### config.mk
export PLATFORM = sky130hd
export DESIGN_NAME = carrier_drift_tracker_core_flat
export DESIGN_NICKNAME = d
export VERILOG_FILES = /design/src/cdt_pkg.sv /design/src/cdt_if.sv /design/src/carrier_drift_tracker_core.sv /design/src/cdt_ctrl.sv /design/src/cdt_dp.sv /design/src/flat_wrapper.sv
export SDC_FILE = /design/constraint.sdc
export NUM_CORES = 2
export LEC_CHECK = 0
export BUFFER_PORTS_ARGS = -buffer_cell sky130_fd_sc_hd__buf_2
export CORE_MARGIN = 4
export CORE_UTILIZATION = 58
export DETAILED_ROUTE_END_ITERATION = 6
export GPL_ROUTABILITY_DRIVEN = 0
export HOLD_SLACK_MARGIN = 0.1
export PLACE_DENSITY = 0.81
export SETUP_SLACK_MARGIN = 0.4
export SKIP_LAST_GASP = 1
export SLEW_MARGIN = 20
export SYNTH_ARGS = -nofsm -noshare
export SYNTH_HDL_FRONTEND = slang
export SYNTH_SLANG_ARGS = --single-unit
### constraint.sdc
create_clock -name clk -period 18.8 [get_ports clk]
set_input_delay 5.64 -clock clk [delete_from_list [all_inputs] [get_ports clk]]
set_output_delay 5.64 -clock clk [all_outputs]
set_load 0.01 [all_outputs]
### src/cdt_pkg.sv
// Shared constants, command codes and control structs of the carrier drift tracker.
// No dependencies; the core, sequencer and datapath import this package.
`default_nettype none
package cdt_pkg;

  localparam int ALPHA_W   = 17;
  localparam int BW_W      = 31;
  localparam int WORD_W    = 32;
  localparam int ACC_W     = 48;
  localparam int SHIFT_W   = 34;
  localparam int DIFF_W    = ACC_W + 1;
  localparam int MUL_LO_W  = 24;
  localparam int MUL_HI_W  = DIFF_W - MUL_LO_W;
  localparam int MUL_K_W   = WORD_W + 1;
  localparam int PROD_W    = MUL_HI_W + MUL_K_W;
  localparam int MAC_W     = DIFF_W + MUL_K_W;

  localparam int ALPHA_FRAC_BITS = 16;
  localparam int ACC_FRAC        = 12;
  localparam int INV_FRAC        = 16;

  localparam logic [ALPHA_W-1:0] ALPHA_ONE = ALPHA_W'(1) << ALPHA_FRAC_BITS;

  // register indexes on the configuration port
  localparam logic [1:0] CFG_ALPHA     = 2'd0;
  localparam logic [1:0] CFG_BANDWIDTH = 2'd1;
  localparam logic [1:0] CFG_INV_FB    = 2'd2;
  localparam logic [1:0] CFG_GOAL      = 2'd3;

  // input item kinds
  localparam logic [1:0] KIND_SAMPLE = 2'd0;
  localparam logic [1:0] KIND_LOCK   = 2'd1;
  localparam logic [1:0] KIND_START  = 2'd2;

  // datapath operations
  localparam logic [3:0] OP_NONE   = 4'd0;
  localparam logic [3:0] OP_LOAD   = 4'd1;
  localparam logic [3:0] OP_CLEAR  = 4'd2;
  localparam logic [3:0] OP_LOCK   = 4'd3;
  localparam logic [3:0] OP_SKIP   = 4'd4;
  localparam logic [3:0] OP_RAW    = 4'd5;
  localparam logic [3:0] OP_D1     = 4'd6;
  localparam logic [3:0] OP_MLO    = 4'd7;
  localparam logic [3:0] OP_MHI    = 4'd8;
  localparam logic [3:0] OP_SH     = 4'd9;
  localparam logic [3:0] OP_D2     = 4'd10;
  localparam logic [3:0] OP_D3     = 4'd11;
  localparam logic [3:0] OP_COMMIT = 4'd12;
  localparam logic [3:0] OP_EMIT   = 4'd13;

  // multiplier coefficient select
  localparam logic K_ALPHA = 1'b0;
  localparam logic K_INV   = 1'b1;

  typedef struct packed {
    logic [3:0] op;
    logic       ksel;
  } cmd_t;

  typedef struct packed {
    logic [1:0] kind;
    logic       locked;
    logic       stable;
    logic       out_free;
  } stat_t;

endpackage
`default_nettype wire

### src/cdt_if.sv
// Valid/ready channel interfaces for PLL report items and tracker results.
// Field widths follow the fixed item formats; no package dependency.
`default_nettype none
interface cdt_in_if;
  logic               valid;
  logic               ready;
  logic [1:0]         kind;
  logic signed [31:0] carrier;
  logic signed [31:0] channel;
  logic signed [31:0] lock_value;
  logic               last_in_batch;

  modport source (output valid, kind, carrier, channel, lock_value, last_in_batch,
                  input ready);
  modport sink   (input valid, kind, carrier, channel, lock_value, last_in_batch,
                  output ready);
endinterface

interface cdt_out_if;
  logic               valid;
  logic               ready;
  logic               event_res;
  logic [31:0]        sample_index;
  logic signed [31:0] carrier_out;
  logic signed [31:0] channel_out;
  logic signed [33:0] smooth_shift;
  logic signed [47:0] smooth_drift;
  logic               stable;
  logic               locked;
  logic               pll_reset;

  modport source (output valid, event_res, sample_index, carrier_out, channel_out,
                  smooth_shift, smooth_drift, stable, locked, pll_reset,
                  input ready);
  modport sink   (input valid, event_res, sample_index, carrier_out, channel_out,
                  smooth_shift, smooth_drift, stable, locked, pll_reset,
                  output ready);
endinterface
`default_nettype wire

### src/carrier_drift_tracker_core.sv
// Carrier drift tracker, top level: joins the sequencer and the datapath.
// Depends on cdt_pkg, cdt_if, cdt_ctrl and cdt_dp.
//
// Takes PLL report items (sample, lock, start) and returns at most one result
// per item through a registered output; a new item is taken while a result
// still waits. Start and ignored items give no result. For smoothed samples
// the shift filter, drift target and drift filter each pass twice through one
// shared 25 x 33 bit multiplier. The user must write configuration only
// while idle; the block itself does not enforce it.
`default_nettype none
module carrier_drift_tracker_core
  import cdt_pkg::*;
(
  input  wire logic              clk,
  input  wire logic              rst_n,
  input  wire logic              cfg_we,
  input  wire logic [1:0]        cfg_index,
  input  wire logic [WORD_W-1:0] cfg_data,
  cdt_in_if.sink                 in_chan,
  cdt_out_if.source              out_chan
);

  cmd_t  cmd;
  stat_t stat;
  logic  in_ready;

  logic              o_valid, o_event, o_stable, o_locked, o_preset;
  logic [WORD_W-1:0] o_index, o_carrier, o_channel;
  logic [SHIFT_W-1:0] o_shift;
  logic [ACC_W-1:0]  o_drift;

  cdt_ctrl u_ctrl (
    .clk      (clk),
    .rst_n    (rst_n),
    .in_valid (in_chan.valid),
    .in_ready (in_ready),
    .stat     (stat),
    .cmd      (cmd)
  );

  cdt_dp u_dp (
    .clk           (clk),
    .rst_n         (rst_n),
    .cfg_we        (cfg_we),
    .cfg_index     (cfg_index),
    .cfg_data      (cfg_data),
    .in_kind       (in_chan.kind),
    .in_carrier    (in_chan.carrier),
    .in_channel    (in_chan.channel),
    .in_lock_value (in_chan.lock_value),
    .in_last       (in_chan.last_in_batch),
    .cmd           (cmd),
    .stat          (stat),
    .out_ready     (out_chan.ready),
    .out_valid     (o_valid),
    .out_event     (o_event),
    .out_index     (o_index),
    .out_carrier   (o_carrier),
    .out_channel   (o_channel),
    .out_shift     (o_shift),
    .out_drift     (o_drift),
    .out_stable    (o_stable),
    .out_locked    (o_locked),
    .out_preset    (o_preset)
  );

  assign in_chan.ready         = in_ready;
  assign out_chan.valid        = o_valid;
  assign out_chan.event_res    = o_event;
  assign out_chan.sample_index = o_index;
  assign out_chan.carrier_out  = o_carrier;
  assign out_chan.channel_out  = o_channel;
  assign out_chan.smooth_shift = o_shift;
  assign out_chan.smooth_drift = o_drift;
  assign out_chan.stable       = o_stable;
  assign out_chan.locked       = o_locked;
  assign out_chan.pll_reset    = o_preset;

endmodule
`default_nettype wire

### src/cdt_ctrl.sv
// Sequencer of the carrier drift tracker: steps the datapath through one item.
// Depends on cdt_pkg for command codes and the command/status structs.
`default_nettype none
module cdt_ctrl
  import cdt_pkg::*;
(
  input  wire logic  clk,
  input  wire logic  rst_n,
  input  wire logic  in_valid,
  output logic       in_ready,
  input  wire stat_t stat,
  output cmd_t       cmd
);

  localparam logic [3:0] S_IDLE   = 4'd0;
  localparam logic [3:0] S_EVAL   = 4'd1;
  localparam logic [3:0] S_M1L    = 4'd2;
  localparam logic [3:0] S_M1H    = 4'd3;
  localparam logic [3:0] S_SH     = 4'd4;
  localparam logic [3:0] S_D2     = 4'd5;
  localparam logic [3:0] S_M2L    = 4'd6;
  localparam logic [3:0] S_M2H    = 4'd7;
  localparam logic [3:0] S_D3     = 4'd8;
  localparam logic [3:0] S_M3L    = 4'd9;
  localparam logic [3:0] S_M3H    = 4'd10;
  localparam logic [3:0] S_COMMIT = 4'd11;
  localparam logic [3:0] S_EMIT   = 4'd12;

  logic [3:0] state_r, state_nxt;

  assign in_ready = (state_r == S_IDLE);

  always_comb begin
    state_nxt = state_r;
    cmd.op    = OP_NONE;
    cmd.ksel  = K_ALPHA;
    case (state_r)
      S_IDLE: begin
        if (in_valid) begin
          cmd.op    = OP_LOAD;
          state_nxt = S_EVAL;
        end
      end
      S_EVAL: begin
        case (stat.kind)
          KIND_START: begin
            cmd.op    = OP_CLEAR;
            state_nxt = S_IDLE;
          end
          KIND_LOCK: begin
            cmd.op    = OP_LOCK;
            state_nxt = S_EMIT;
          end
          KIND_SAMPLE: begin
            if (!stat.locked) begin
              cmd.op    = OP_SKIP;
              state_nxt = S_IDLE;
            end else if (!stat.stable) begin
              cmd.op    = OP_RAW;
              state_nxt = S_EMIT;
            end else begin
              cmd.op    = OP_D1;
              state_nxt = S_M1L;
            end
          end
          default: state_nxt = S_IDLE;
        endcase
      end
      S_M1L: begin
        cmd.op    = OP_MLO;
        state_nxt = S_M1H;
      end
      S_M1H: begin
        cmd.op    = OP_MHI;
        state_nxt = S_SH;
      end
      S_SH: begin
        cmd.op    = OP_SH;
        state_nxt = S_D2;
      end
      S_D2: begin
        cmd.op    = OP_D2;
        state_nxt = S_M2L;
      end
      S_M2L: begin
        cmd.op    = OP_MLO;
        cmd.ksel  = K_INV;
        state_nxt = S_M2H;
      end
      S_M2H: begin
        cmd.op    = OP_MHI;
        cmd.ksel  = K_INV;
        state_nxt = S_D3;
      end
      S_D3: begin
        cmd.op    = OP_D3;
        state_nxt = S_M3L;
      end
      S_M3L: begin
        cmd.op    = OP_MLO;
        state_nxt = S_M3H;
      end
      S_M3H: begin
        cmd.op    = OP_MHI;
        state_nxt = S_COMMIT;
      end
      S_COMMIT: begin
        cmd.op    = OP_COMMIT;
        state_nxt = S_EMIT;
      end
      S_EMIT: begin
        // hold until the output register is free
        if (stat.out_free) begin
          cmd.op    = OP_EMIT;
          state_nxt = S_IDLE;
        end
      end
      default: state_nxt = S_IDLE;
    endcase
  end

  always_ff @(posedge clk) begin
    if (!rst_n) begin
      state_r <= S_IDLE;
    end else begin
      state_r <= state_nxt;
    end
  end

`ifndef SYNTHESIS
  a_accept_to_eval: assert property (@(posedge clk) disable iff (!rst_n)
    (in_valid && in_ready) |=> (state_r == S_EVAL))
    else $error("accepted item did not move to evaluation");
`endif

endmodule
`default_nettype wire

### src/cdt_dp.sv
// Datapath of the carrier drift tracker: configuration, tracking state, shared
// two-pass multiplier and the result register. Depends on cdt_pkg.
`default_nettype none
module cdt_dp
  import cdt_pkg::*;
(
  input  wire logic               clk,
  input  wire logic               rst_n,
  input  wire logic               cfg_we,
  input  wire logic [1:0]         cfg_index,
  input  wire logic [WORD_W-1:0]  cfg_data,
  input  wire logic [1:0]         in_kind,
  input  wire logic [WORD_W-1:0]  in_carrier,
  input  wire logic [WORD_W-1:0]  in_channel,
  input  wire logic [WORD_W-1:0]  in_lock_value,
  input  wire logic               in_last,
  input  wire cmd_t               cmd,
  output stat_t                   stat,
  input  wire logic               out_ready,
  output logic                    out_valid,
  output logic                    out_event,
  output logic [WORD_W-1:0]       out_index,
  output logic [WORD_W-1:0]       out_carrier,
  output logic [WORD_W-1:0]       out_channel,
  output logic [SHIFT_W-1:0]      out_shift,
  output logic [ACC_W-1:0]        out_drift,
  output logic                    out_stable,
  output logic                    out_locked,
  output logic                    out_preset
);

  localparam logic [WORD_W-1:0] COUNT_MAX = '1;
  localparam logic [ACC_W-1:0]  MAX48     = {1'b0, {(ACC_W-1){1'b1}}};
  localparam logic [ACC_W-1:0]  MIN48     = {1'b1, {(ACC_W-1){1'b0}}};

  // configuration
  logic [ALPHA_W-1:0] alpha_r;
  logic [BW_W-1:0]    bw_r;
  logic [WORD_W-1:0]  inv_fb_r;
  logic [WORD_W-1:0]  goal_r;

  // tracking state
  logic              lock_r, stable_r, alias_r;
  logic [WORD_W-1:0] count_r;
  logic [ACC_W-1:0]  shift_acc_r, drift_acc_r;

  // item and work registers
  logic [1:0]        kind_r;
  logic [WORD_W-1:0] carrier_r, channel_r;
  logic              lock_pos_r, last_r;
  logic [DIFF_W-1:0] d_r;
  logic [MAC_W-1:0]  acc_r;
  logic [ACC_W-1:0]  sh_new_r;
  logic [WORD_W-1:0] idx_r;
  logic              preset_r, ev_r;

  // result register
  logic              out_valid_r, out_event_r, out_stable_r, out_locked_r, out_preset_r;
  logic [WORD_W-1:0] out_index_r, out_carrier_r, out_channel_r;
  logic [SHIFT_W-1:0] out_shift_r;
  logic [ACC_W-1:0]  out_drift_r;

  // combinational helpers
  logic [ALPHA_W-1:0]       a_eff;
  logic [WORD_W:0]          x, mag;
  logic                     preset_now, alias_nxt;
  logic [WORD_W-1:0]        count_inc;
  logic                     stable_hit;
  logic [MUL_HI_W-1:0]      mul_a;
  logic [WORD_W-1:0]        k_sel;
  logic signed [PROD_W-1:0] prod;
  logic [MAC_W-1:0]         prod_ext;
  logic [MAC_W-1:0]         acc_sh_a, acc_sh_i;
  logic [ACC_W+5:0]         v_full;
  logic [ACC_W-1:0]         v_sat;
  logic [ACC_W+1:0]         drift_sum;
  logic [ACC_W-1:0]         drift_new;
  logic                     out_free;

  assign a_eff = alpha_r[ALPHA_W-1] ? ALPHA_ONE : alpha_r;

  assign x   = {carrier_r[WORD_W-1], carrier_r} + {channel_r[WORD_W-1], channel_r};
  assign mag = carrier_r[WORD_W-1] ? ((WORD_W+1)'(0) - {1'b1, carrier_r})
                                   : {1'b0, carrier_r};

  // first alias of a batch raises the PLL reset request
  assign preset_now = !alias_r && (mag > {2'b00, bw_r});
  assign alias_nxt  = last_r ? 1'b0 : (alias_r | preset_now);

  assign count_inc  = (count_r == COUNT_MAX) ? count_r : count_r + WORD_W'(1);
  assign stable_hit = (count_inc >= goal_r);

  // shared multiplier: low part of d unsigned, high part signed
  assign mul_a = (cmd.op == OP_MHI) ? d_r[DIFF_W-1:MUL_LO_W]
                                    : {1'b0, d_r[MUL_LO_W-1:0]};
  assign k_sel = (cmd.ksel == K_INV) ? inv_fb_r : WORD_W'(a_eff);
  assign prod  = $signed(mul_a) * $signed({1'b0, k_sel});
  assign prod_ext = {{(MAC_W-PROD_W){prod[PROD_W-1]}}, prod};

  assign acc_sh_a = MAC_W'($signed(acc_r) >>> ALPHA_FRAC_BITS);
  assign acc_sh_i = MAC_W'($signed(acc_r) >>> (INV_FRAC + ACC_FRAC));

  assign v_full = acc_sh_i[ACC_W+5:0];
  always_comb begin
    if (v_full[ACC_W+5:ACC_W-1] == '0 || v_full[ACC_W+5:ACC_W-1] == '1) begin
      v_sat = v_full[ACC_W-1:0];
    end else if (v_full[ACC_W+5]) begin
      v_sat = MIN48;
    end else begin
      v_sat = MAX48;
    end
  end

  assign drift_sum = {{2{drift_acc_r[ACC_W-1]}}, drift_acc_r} + acc_sh_a[ACC_W+1:0];
  always_comb begin
    if (drift_sum[ACC_W+1:ACC_W-1] == '0 || drift_sum[ACC_W+1:ACC_W-1] == '1) begin
      drift_new = drift_sum[ACC_W-1:0];
    end else if (drift_sum[ACC_W+1]) begin
      drift_new = MIN48;
    end else begin
      drift_new = MAX48;
    end
  end

  assign out_free = !out_valid_r || out_ready;

  assign stat.kind     = kind_r;
  assign stat.locked   = lock_r;
  assign stat.stable   = stable_r;
  assign stat.out_free = out_free;

  // configuration registers
  always_ff @(posedge clk) begin
    if (!rst_n) begin
      alpha_r  <= ALPHA_W'(655);
      bw_r     <= '1;
      inv_fb_r <= WORD_W'(65536);
      goal_r   <= WORD_W'(30);
    end else if (cfg_we) begin
      case (cfg_index)
        CFG_ALPHA:     alpha_r  <= cfg_data[ALPHA_W-1:0];
        CFG_BANDWIDTH: bw_r     <= cfg_data[BW_W-1:0];
        CFG_INV_FB:    inv_fb_r <= cfg_data;
        CFG_GOAL:      goal_r   <= cfg_data;
        default: ;
      endcase
    end
  end

  // tracking state
  always_ff @(posedge clk) begin
    if (!rst_n) begin
      lock_r      <= 1'b0;
      stable_r    <= 1'b0;
      alias_r     <= 1'b0;
      count_r     <= '0;
      shift_acc_r <= '0;
      drift_acc_r <= '0;
    end else begin
      case (cmd.op)
        OP_CLEAR: begin
          lock_r      <= 1'b0;
          stable_r    <= 1'b0;
          alias_r     <= 1'b0;
          count_r     <= '0;
          shift_acc_r <= '0;
          drift_acc_r <= '0;
        end
        OP_LOCK: begin
          lock_r <= lock_pos_r;
          if (!lock_pos_r) begin
            count_r  <= '0;
            stable_r <= 1'b0;
          end
        end
        OP_SKIP: begin
          if (last_r) alias_r <= 1'b0;
        end
        OP_RAW: begin
          shift_acc_r <= {{(ACC_W-WORD_W-1-ACC_FRAC){x[WORD_W]}}, x, ACC_FRAC'(0)};
          alias_r     <= alias_nxt;
          count_r     <= count_inc;
          stable_r    <= stable_hit;
        end
        OP_COMMIT: begin
          shift_acc_r <= sh_new_r;
          drift_acc_r <= drift_new;
          alias_r     <= alias_nxt;
          count_r     <= count_inc;
        end
        default: ;
      endcase
    end
  end

  // item capture and arithmetic work registers
  always_ff @(posedge clk) begin
    case (cmd.op)
      OP_LOAD: begin
        kind_r     <= in_kind;
        carrier_r  <= in_carrier;
        channel_r  <= in_channel;
        lock_pos_r <= !in_lock_value[WORD_W-1] && (in_lock_value != '0);
        last_r     <= in_last;
      end
      OP_LOCK: ev_r <= 1'b1;
      OP_RAW: begin
        ev_r     <= 1'b0;
        idx_r    <= count_r;
        preset_r <= preset_now;
      end
      OP_D1: begin
        d_r <= {{(DIFF_W-WORD_W-1-ACC_FRAC){x[WORD_W]}}, x, ACC_FRAC'(0)}
               - {shift_acc_r[ACC_W-1], shift_acc_r};
      end
      OP_MLO: acc_r <= prod_ext;
      OP_MHI: acc_r <= acc_r + (prod_ext << MUL_LO_W);
      OP_SH:  sh_new_r <= shift_acc_r + acc_sh_a[ACC_W-1:0];
      OP_D2: begin
        d_r <= {sh_new_r[ACC_W-1], sh_new_r} - {shift_acc_r[ACC_W-1], shift_acc_r};
      end
      OP_D3: d_r <= {v_sat[ACC_W-1], v_sat} - {drift_acc_r[ACC_W-1], drift_acc_r};
      OP_COMMIT: begin
        ev_r     <= 1'b0;
        idx_r    <= count_r;
        preset_r <= preset_now;
      end
      default: ;
    endcase
  end

  // result register
  always_ff @(posedge clk) begin
    if (!rst_n) begin
      out_valid_r <= 1'b0;
    end else if (cmd.op == OP_EMIT) begin
      out_valid_r <= 1'b1;
    end else if (out_ready) begin
      out_valid_r <= 1'b0;
    end
  end

  always_ff @(posedge clk) begin
    if (cmd.op == OP_EMIT) begin
      out_event_r   <= ev_r;
      out_index_r   <= ev_r ? count_r : idx_r;
      out_carrier_r <= ev_r ? '0 : carrier_r;
      out_channel_r <= ev_r ? '0 : channel_r;
      out_shift_r   <= shift_acc_r[SHIFT_W+ACC_FRAC-1:ACC_FRAC];
      out_drift_r   <= drift_acc_r;
      out_stable_r  <= stable_r;
      out_locked_r  <= lock_r;
      out_preset_r  <= ev_r ? 1'b0 : preset_r;
    end
  end

  assign out_valid   = out_valid_r;
  assign out_event   = out_event_r;
  assign out_index   = out_index_r;
  assign out_carrier = out_carrier_r;
  assign out_channel = out_channel_r;
  assign out_shift   = out_shift_r;
  assign out_drift   = out_drift_r;
  assign out_stable  = out_stable_r;
  assign out_locked  = out_locked_r;
  assign out_preset  = out_preset_r;

`ifndef SYNTHESIS
  a_stable_needs_lock: assert property (@(posedge clk) disable iff (!rst_n)
    stable_r |-> lock_r)
    else $error("stable flag set while unlocked");
  a_emit_when_free: assert property (@(posedge clk) disable iff (!rst_n)
    (cmd.op == OP_EMIT) |-> out_free)
    else $error("result loaded over a pending transfer");
  a_shift_update_op: assert property (@(posedge clk) disable iff (!rst_n)
    (cmd.op != OP_RAW && cmd.op != OP_COMMIT && cmd.op != OP_CLEAR)
      |=> $stable(shift_acc_r))
    else $error("smoothed shift changed outside a commit");
`endif

endmodule
`default_nettype wire
### src/flat_wrapper.sv
// flat-port wrapper written by rule: the top's interface ports become plain ports
module carrier_drift_tracker_core_flat import cdt_pkg::*;
  (clk, rst_n, cfg_we, cfg_index, cfg_data, in_chan_valid, in_chan_kind, in_chan_carrier, in_chan_channel, in_chan_lock_value, in_chan_last_in_batch, in_chan_ready, out_chan_valid, out_chan_event_res, out_chan_sample_index, out_chan_carrier_out, out_chan_channel_out, out_chan_smooth_shift, out_chan_smooth_drift, out_chan_stable, out_chan_locked, out_chan_pll_reset, out_chan_ready);
  cdt_in_if in_chan_i ();
  cdt_out_if out_chan_i ();
  input  wire logic clk;
  input  wire logic rst_n;
  input  wire logic cfg_we;
  input  wire logic [1:0] cfg_index;
  input  wire logic [WORD_W-1:0] cfg_data;
  input wire logic [$bits(in_chan_i.valid)-1:0] in_chan_valid;
  input wire logic [$bits(in_chan_i.kind)-1:0] in_chan_kind;
  input wire logic [$bits(in_chan_i.carrier)-1:0] in_chan_carrier;
  input wire logic [$bits(in_chan_i.channel)-1:0] in_chan_channel;
  input wire logic [$bits(in_chan_i.lock_value)-1:0] in_chan_lock_value;
  input wire logic [$bits(in_chan_i.last_in_batch)-1:0] in_chan_last_in_batch;
  output wire logic [$bits(in_chan_i.ready)-1:0] in_chan_ready;
  output wire logic [$bits(out_chan_i.valid)-1:0] out_chan_valid;
  output wire logic [$bits(out_chan_i.event_res)-1:0] out_chan_event_res;
  output wire logic [$bits(out_chan_i.sample_index)-1:0] out_chan_sample_index;
  output wire logic [$bits(out_chan_i.carrier_out)-1:0] out_chan_carrier_out;
  output wire logic [$bits(out_chan_i.channel_out)-1:0] out_chan_channel_out;
  output wire logic [$bits(out_chan_i.smooth_shift)-1:0] out_chan_smooth_shift;
  output wire logic [$bits(out_chan_i.smooth_drift)-1:0] out_chan_smooth_drift;
  output wire logic [$bits(out_chan_i.stable)-1:0] out_chan_stable;
  output wire logic [$bits(out_chan_i.locked)-1:0] out_chan_locked;
  output wire logic [$bits(out_chan_i.pll_reset)-1:0] out_chan_pll_reset;
  input wire logic [$bits(out_chan_i.ready)-1:0] out_chan_ready;
  assign in_chan_i.valid = in_chan_valid;
  assign in_chan_i.kind = in_chan_kind;
  assign in_chan_i.carrier = in_chan_carrier;
  assign in_chan_i.channel = in_chan_channel;
  assign in_chan_i.lock_value = in_chan_lock_value;
  assign in_chan_i.last_in_batch = in_chan_last_in_batch;
  assign in_chan_ready = in_chan_i.ready;
  assign out_chan_valid = out_chan_i.valid;
  assign out_chan_event_res = out_chan_i.event_res;
  assign out_chan_sample_index = out_chan_i.sample_index;
  assign out_chan_carrier_out = out_chan_i.carrier_out;
  assign out_chan_channel_out = out_chan_i.channel_out;
  assign out_chan_smooth_shift = out_chan_i.smooth_shift;
  assign out_chan_smooth_drift = out_chan_i.smooth_drift;
  assign out_chan_stable = out_chan_i.stable;
  assign out_chan_locked = out_chan_i.locked;
  assign out_chan_pll_reset = out_chan_i.pll_reset;
  assign out_chan_i.ready = out_chan_ready;
  carrier_drift_tracker_core u_core (.clk(clk), .rst_n(rst_n), .cfg_we(cfg_we), .cfg_index(cfg_index), .cfg_data(cfg_data), .in_chan(in_chan_i), .out_chan(out_chan_i));
endmodule
Word level (Yosys, flattened, before mapping)
Index checks and enable logic that the tools add are counted.

word-level totals
  bits of input ports = 138
  logic and storage cells = 156
  register bits after elaboration = 711
  output and inout port bits = 184

cells by class
  reductions and logical operators = 36
  add/subtract/negate cells = 9
  magnitude comparators = 2
  multiplexer cells = 38
  multipliers = 1
  bitwise operators = 1
  eq/ne operators = 37

operators by type and width
  kind                                                                 count
  48-bit two-way mux                                                   4
  82-bit one-hot mux with 2 select lines                               1
  49-bit one-hot mux with 3 select lines                               1
  48-bit one-hot mux with 3 select lines                               1
  32-bit two-way mux                                                   4
  48-bit by 48-bit subtractor with 49-bit output                       2
  32-bit one-hot mux with 3 select lines                               1
  48-bit one-hot mux with 2 select lines                               1
  82-bit adder                                                         1
  25-bit by 33-bit multiplier with 58-bit output                       1
  4-bit one-hot mux with 13 select lines                               1
  50-bit adder                                                         1
  45-bit by 48-bit subtractor with 49-bit output                       1
  48-bit adder                                                         1
  4-bit == test, second input constant                                 11
  4-bit one-hot mux with 9 select lines                                1
  32-bit by 32-bit adder with 33-bit output                            1
  33-bit by 31-bit > comparator with 1-bit output                      1
  33-bit two-way mux                                                   1
  1-bit by 33-bit subtractor with 33-bit output, first input constant  1
  32-bit by 1-bit adder with 32-bit output, second input constant      1
  32-bit == test, second input constant                                1
  4-bit by 3-bit == test with 1-bit output, second input constant      8
  32-bit >= comparator                                                 1
  other kinds (30)                                                     76

Logic depth before layout (Yosys ltp)
  depth after elaboration = 9
  mapped depth = 47
  mapped depth without buffers = 41

By module
A second synthesis with hierarchy kept.

second synthesis, totals
  cells, all modules = 7857
  area, all modules = 69791.9 um^2

modules (own cells, without submodules)
  module    area an instance (um^2)  cells each  times used  seq. area each (um^2)
  cdt_dp    69367.8                  7802        1           18307.6
  cdt_ctrl  424.2                    55          1           80.1

Worst setup path after synthesis
Ideal clock, no wire load.

  path kind = input-to-reg
  from = in out_chan_ready
  to = reg u_core.u_dp.out_carrier_r[0] (netlist: u_core.u_dp.out_carrier[0]), enable pin
  setup time = 0.947 ns
  required time = 17.853 ns
  arrival time = 17.974 ns
  path slack = -0.120 ns
  buffers on the path = 0
  stages on the path = 2
  cell sequence = nor2b_1 -> nor3_1

on the way
  cells in the longest elaborated chain, start to end = 4

ends and longest elaborated chain
  what                                   line                text
  start, declared                        flat_wrapper.sv:28  input wire logic [$bits(out_chan_i.ready)-1:0] out_chan_ready;
  1-bit logical OR                       cdt_dp.sv:125       assign out_free = !out_valid_r || out_ready;
  4-bit two-way mux                      cdt_ctrl.sv:113     if (stat.out_free) begin
  4-bit one-hot mux with 9 select lines  cdt_ctrl.sv:37      case (state_r)
  4-bit == test                          cdt_dp.sv:244       if (cmd.op == OP_EMIT) begin
  end signal, assigned                   cdt_dp.sv:247       out_carrier_r <= ev_r ? '0 : carrier_r;
  end, declared                          cdt_dp.sv:59        logic [WORD_W-1:0] out_index_r, out_carrier_r, out_channel_r;

Every way passes these cells.
A chain may end at the register's enable or synchronous reset.

Final worst setup path
  from = reg u_core.u_ctrl.state_r[3]
  to = reg u_core.u_dp.acc_r[80], data pin

on the way
  cells in the longest elaborated chain, start to end = 8
  elaborated cells between the ends (all ways) = 25
  classes of those cells = add/sub: 1; mul: 1; eq/ne: 14; mux: 5; reduce/logical: 4

ends and longest elaborated chain
  what                                            line                         text
  start, declared                                 cdt_ctrl.sv:29               logic [3:0] state_r, state_nxt;
  start signal, assigned                          cdt_ctrl.sv:126              state_r <= state_nxt;
  4-bit == test (tied with other cells)           cdt_ctrl.sv:37
  3-bit OR reduction (no line)                    -
  4-bit one-hot mux with 9 select lines           cdt_ctrl.sv:37
  4-bit == test                                   cdt_dp.sv:94, cdt_dp.sv:198
  25-bit two-way mux                              cdt_dp.sv:94                 assign mul_a = (cmd.op == OP_MHI) ? d_r[DIFF_W-1:MUL_LO_W]
  25-bit by 33-bit multiplier with 58-bit output  cdt_dp.sv:97                 assign prod = $signed(mul_a) * $signed({1'b0, k_sel});
  82-bit adder                                    cdt_dp.sv:217                OP_MHI: acc_r <= acc_r + (prod_ext << MUL_LO_W);
  82-bit one-hot mux with 2 select lines *        cdt_dp.sv:198                case (cmd.op)
  end signal, assigned                            cdt_dp.sv:216                OP_MLO: acc_r <= prod_ext;
  end signal, assigned                            cdt_dp.sv:217
  end, declared                                   cdt_dp.sv:52                 logic [MAC_W-1:0] acc_r;

Mark *: on every way between the ends. The rest lies on a longest branch, timed or not.

==> impl_results.md <==
* DRT antenna net count at 0
* Die span in y at between 300 and 400 um
* Synthesized area per cell at 8.941 um^2
* Rows at ~130
* Port Buffers at 321
* Finish-stage setup viols at 0
* Crit Path Class: reg -> reg
* Netlist cell types at 106
* Share of layout cells above drive strength 1 at 0.08542
* Drt total wl at between 200000 and 250000 um
* Total CTS buffers at 75
* Setup Fix Bufs, Post-CTS at 0
* Post-route DRC at 16
* Synthesized Nets at 9283
* Status: finished with violations
* # H-tree levels at 3
* Leading area contributor after synthesis: fa_1
* Yosys warnings at 0
* Vias per cell at 6.301
* Slew Viols, Final at 0
* CTS root buf: clkbuf_16
* Top cell type's share of synthesized area at 0.1970
* CP max stage cell: dfxtp_1
* Setup TNS at 0 ns
* Vias post-DR at 60957
* Largest net degree at the start of global routing at 95
* Cts hold-fix bufs at 0
* Global Route Usage Sum at 0.3498
* Initial antenna violation count at 15
* Commonest non-fill, non-tap cells in the layout: 1058 x nand2_1, 1013 x inv_1, 693 x fa_1, 669 x nor2_1, 576 x ha_1
* Hpwl dp at 173400 um
* Post-synth top flop: edfxtp_1
* Ys async rst share at 0
* Hold Violations, Final at 0
* Post-Synthesis Cells at 7876
* Wire per inst at 23.20 um
* Cell mode on critical path: fa_1
* Clk_lat worst skew at about 0.70 ns
* Final min period at 13.14 ns
* Worst slew pin tran at 1.319 ns
* Post-synth EDFFs at between 400 and 500
* Hold_sp: u_core.u_dp.goal_r[17]
* Die X at 356.5 um
* Arr. time, crit path at 13.54 ns
* TritonRoute pass-1 iters at 7
* Seq/Total Area, Yosys at 0.2611
* WL met2 at 97190 um
* Worst-path clk slew at 0.07 ns
* Peak Freq at 76.11 MHz
* Reg-to-Reg Start: u_core.u_ctrl.state_r[3]
* Vias in the first global route at 60138
* Register bit total from synthesis at 695
* Met1 WL at between 70000 and 80000 um
* Post-CTS sizing at 0
* Nets at 9400
* Largest cells by area after synthesis: fa_1 20%, edfxtp_1 19%, ha_1 10%
* Crit path from: u_core.u_ctrl.state_r[3]
* Worst-path fanout max at 60
* Global-route wire length before repair at between 300000 and 400000 um
* Failing checks: DRC
* WP data required at 19.21 ns
* Tcrit/Tclk final at 0.6989
* Io pins at ~320
* Clock Skews at 0.05654 ns
* Clock Sinks at ~700
* Crit. End Element: flip-flop
* Commonest non-fill, non-tap cell in the layout: nand2_1
* DRT iter0 DRCs at 7433
* DR top layer: met5
* Max-cap violations at 0
* Area grow syn2layout at 7.707%
* Initial core utilization at 0.5854
* Largest stage delay, worst path at about 0.85 ns
* Mapped Area at 70420 um^2
* Core Area at 120300 um^2
* Unrepaired setup endpoints after global routing: false
* Gr ovfl total at 0
* Deepest clock path buffer count at 3
* Die area at 127100 um^2
* WL met3 at between 30000 and 40000 um
* HP Class: reg -> reg
* Type of origin of the critical path: flip-flop
* CTS tree: built
* Rel. slew slack at 0.1151
==> sequential cells by signal, indices dropped and copies added, names as in the netlist, 2 cells and up <==
register and cells:
u_core.u_dp.idx_r 32, u_core.u_dp.out_index 32, u_core.u_dp.goal_r 32, u_core.u_dp.out_carrier 32
u_core.u_dp.d_r 49, u_core.u_ctrl.state_r 4, u_core.u_dp.acc_r 66, u_core.u_dp.shift_acc_r 48
u_core.u_dp.sh_new_r 48, u_core.u_dp.channel_r 32, u_core.u_dp.alpha_r 17, u_core.u_dp.count_r 32
u_core.u_dp.out_drift 48, u_core.u_dp.out_shift 34, u_core.u_dp.bw_r 31, u_core.u_dp.kind_r 2
u_core.u_dp.out_channel 32, u_core.u_dp.inv_fb_r 32, u_core.u_dp.carrier_r 32, u_core.u_dp.drift_acc_r 48
==> cell type report <==
cell class                      count  area [um^2]
Timing Repair Buffer              396         2173
Inverter                         1016         3817
Sequential cell                   695        18390
Tap cell                         1612         2017
Fill cell                        9663        44440
Clock buffer                      111         2190
Clock inverter                     27        291.5
Multi-Input combinational cell   5809        46950
Antenna cell                        8        20.02
==> metal layers <==
metal | GRT usage | vias to the layer above
met5 | 0 | -
met4 | 0.2123 | 4
met3 | 0.1007 | 959
met2 | 0.5318 | 4064
met1 | 0.4434 | 29260
li1 | - | 26670
==> worst max-delay path: cells and delay by family (launching register included) <==
| family | cells | cell delay [ns] |
|---|---|---|
| AOI/OAI and AO/OA | 17 | 4.29 |
| xor gates and xnor gates | 2 | 0.48 |
| adders and majority gates | 9 | 4.27 |
| buffers and inverters | 7 | 1.33 |
| DFF | 1 | 0.85 |
| and+or+nand+nor | 6 | 1.52 |
==> final timing paths <==
check	end	slack, ns	depth (start not counted)
min	u_core.u_dp.goal_r[17]	0.46	2
max reg2reg	u_core.u_dp.acc_r[80]	5.66	41
min reg2reg	u_core.u_dp.goal_r[17]	0.46	2
max	u_core.u_dp.acc_r[80]	5.66	41
==> cell families (layout without fill, tap and decap cells) <==
kind of cell	count (synthesis)	count (layout)	synth area share
and+or+nand+nor	2452	2452	0.1549
buffers and inverters	1372	1550	0.07452
muxes	74	74	0.01134
DFF	695	695	0.2611
xor gates and xnor gates	363	363	0.04515
adders and majority gates	1269	1269	0.2993
other	0	8	0
AOI/OAI and AO/OA	1651	1651	0.1536
==> cell usage after synthesis (64+ instances only) <==
| cell type | instances |
|---|---|
| o21ai_0 | 333 |
| a21o_1 | 246 |
| a21oi_1 | 491 |
| inv_1 | 1014 |
| o211ai_1 | 68 |
| and2_1 | 78 |
| nand4_1 | 76 |
| o21bai_1 | 64 |
| nand2_1 | 1063 |
| edfxtp_1 | 447 |
| xor2_1 | 142 |
| dfxtp_1 | 248 |
| fa_1 | 693 |
| nand2b_1 | 65 |
| xnor2_1 | 221 |
| nor2_1 | 674 |
| nor3_1 | 65 |
| nand3_1 | 116 |
| nor2b_1 | 112 |
| clkbuf_1 | 308 |
| ha_1 | 576 |
==> stage by stage <==
stage / area, um^2 / utilization / std cells / worst slack [ns] / hold slack (ns)
finish: 75850 / 0.6306 / 9674 / 5.660 / 0.4560
global route: 75840 / 0.6305 / 9669 / 5.185 / 0.4743
CTS: 75820 / 0.6303 / 9666 / 5.999 / 0.4552
detailed placement: 73330 / 0.6096 / 9528 / 6.132 / 0.4475
global placement: 73310 / 0.6095 / 9527 / 6.429 / 0.4434
floorplan: 70430 / - / 7876 / 5.449 / 0.4029
Power is not shown: default switching activity piles up to over one toggle a cycle in this logic, so the estimate is an artifact.
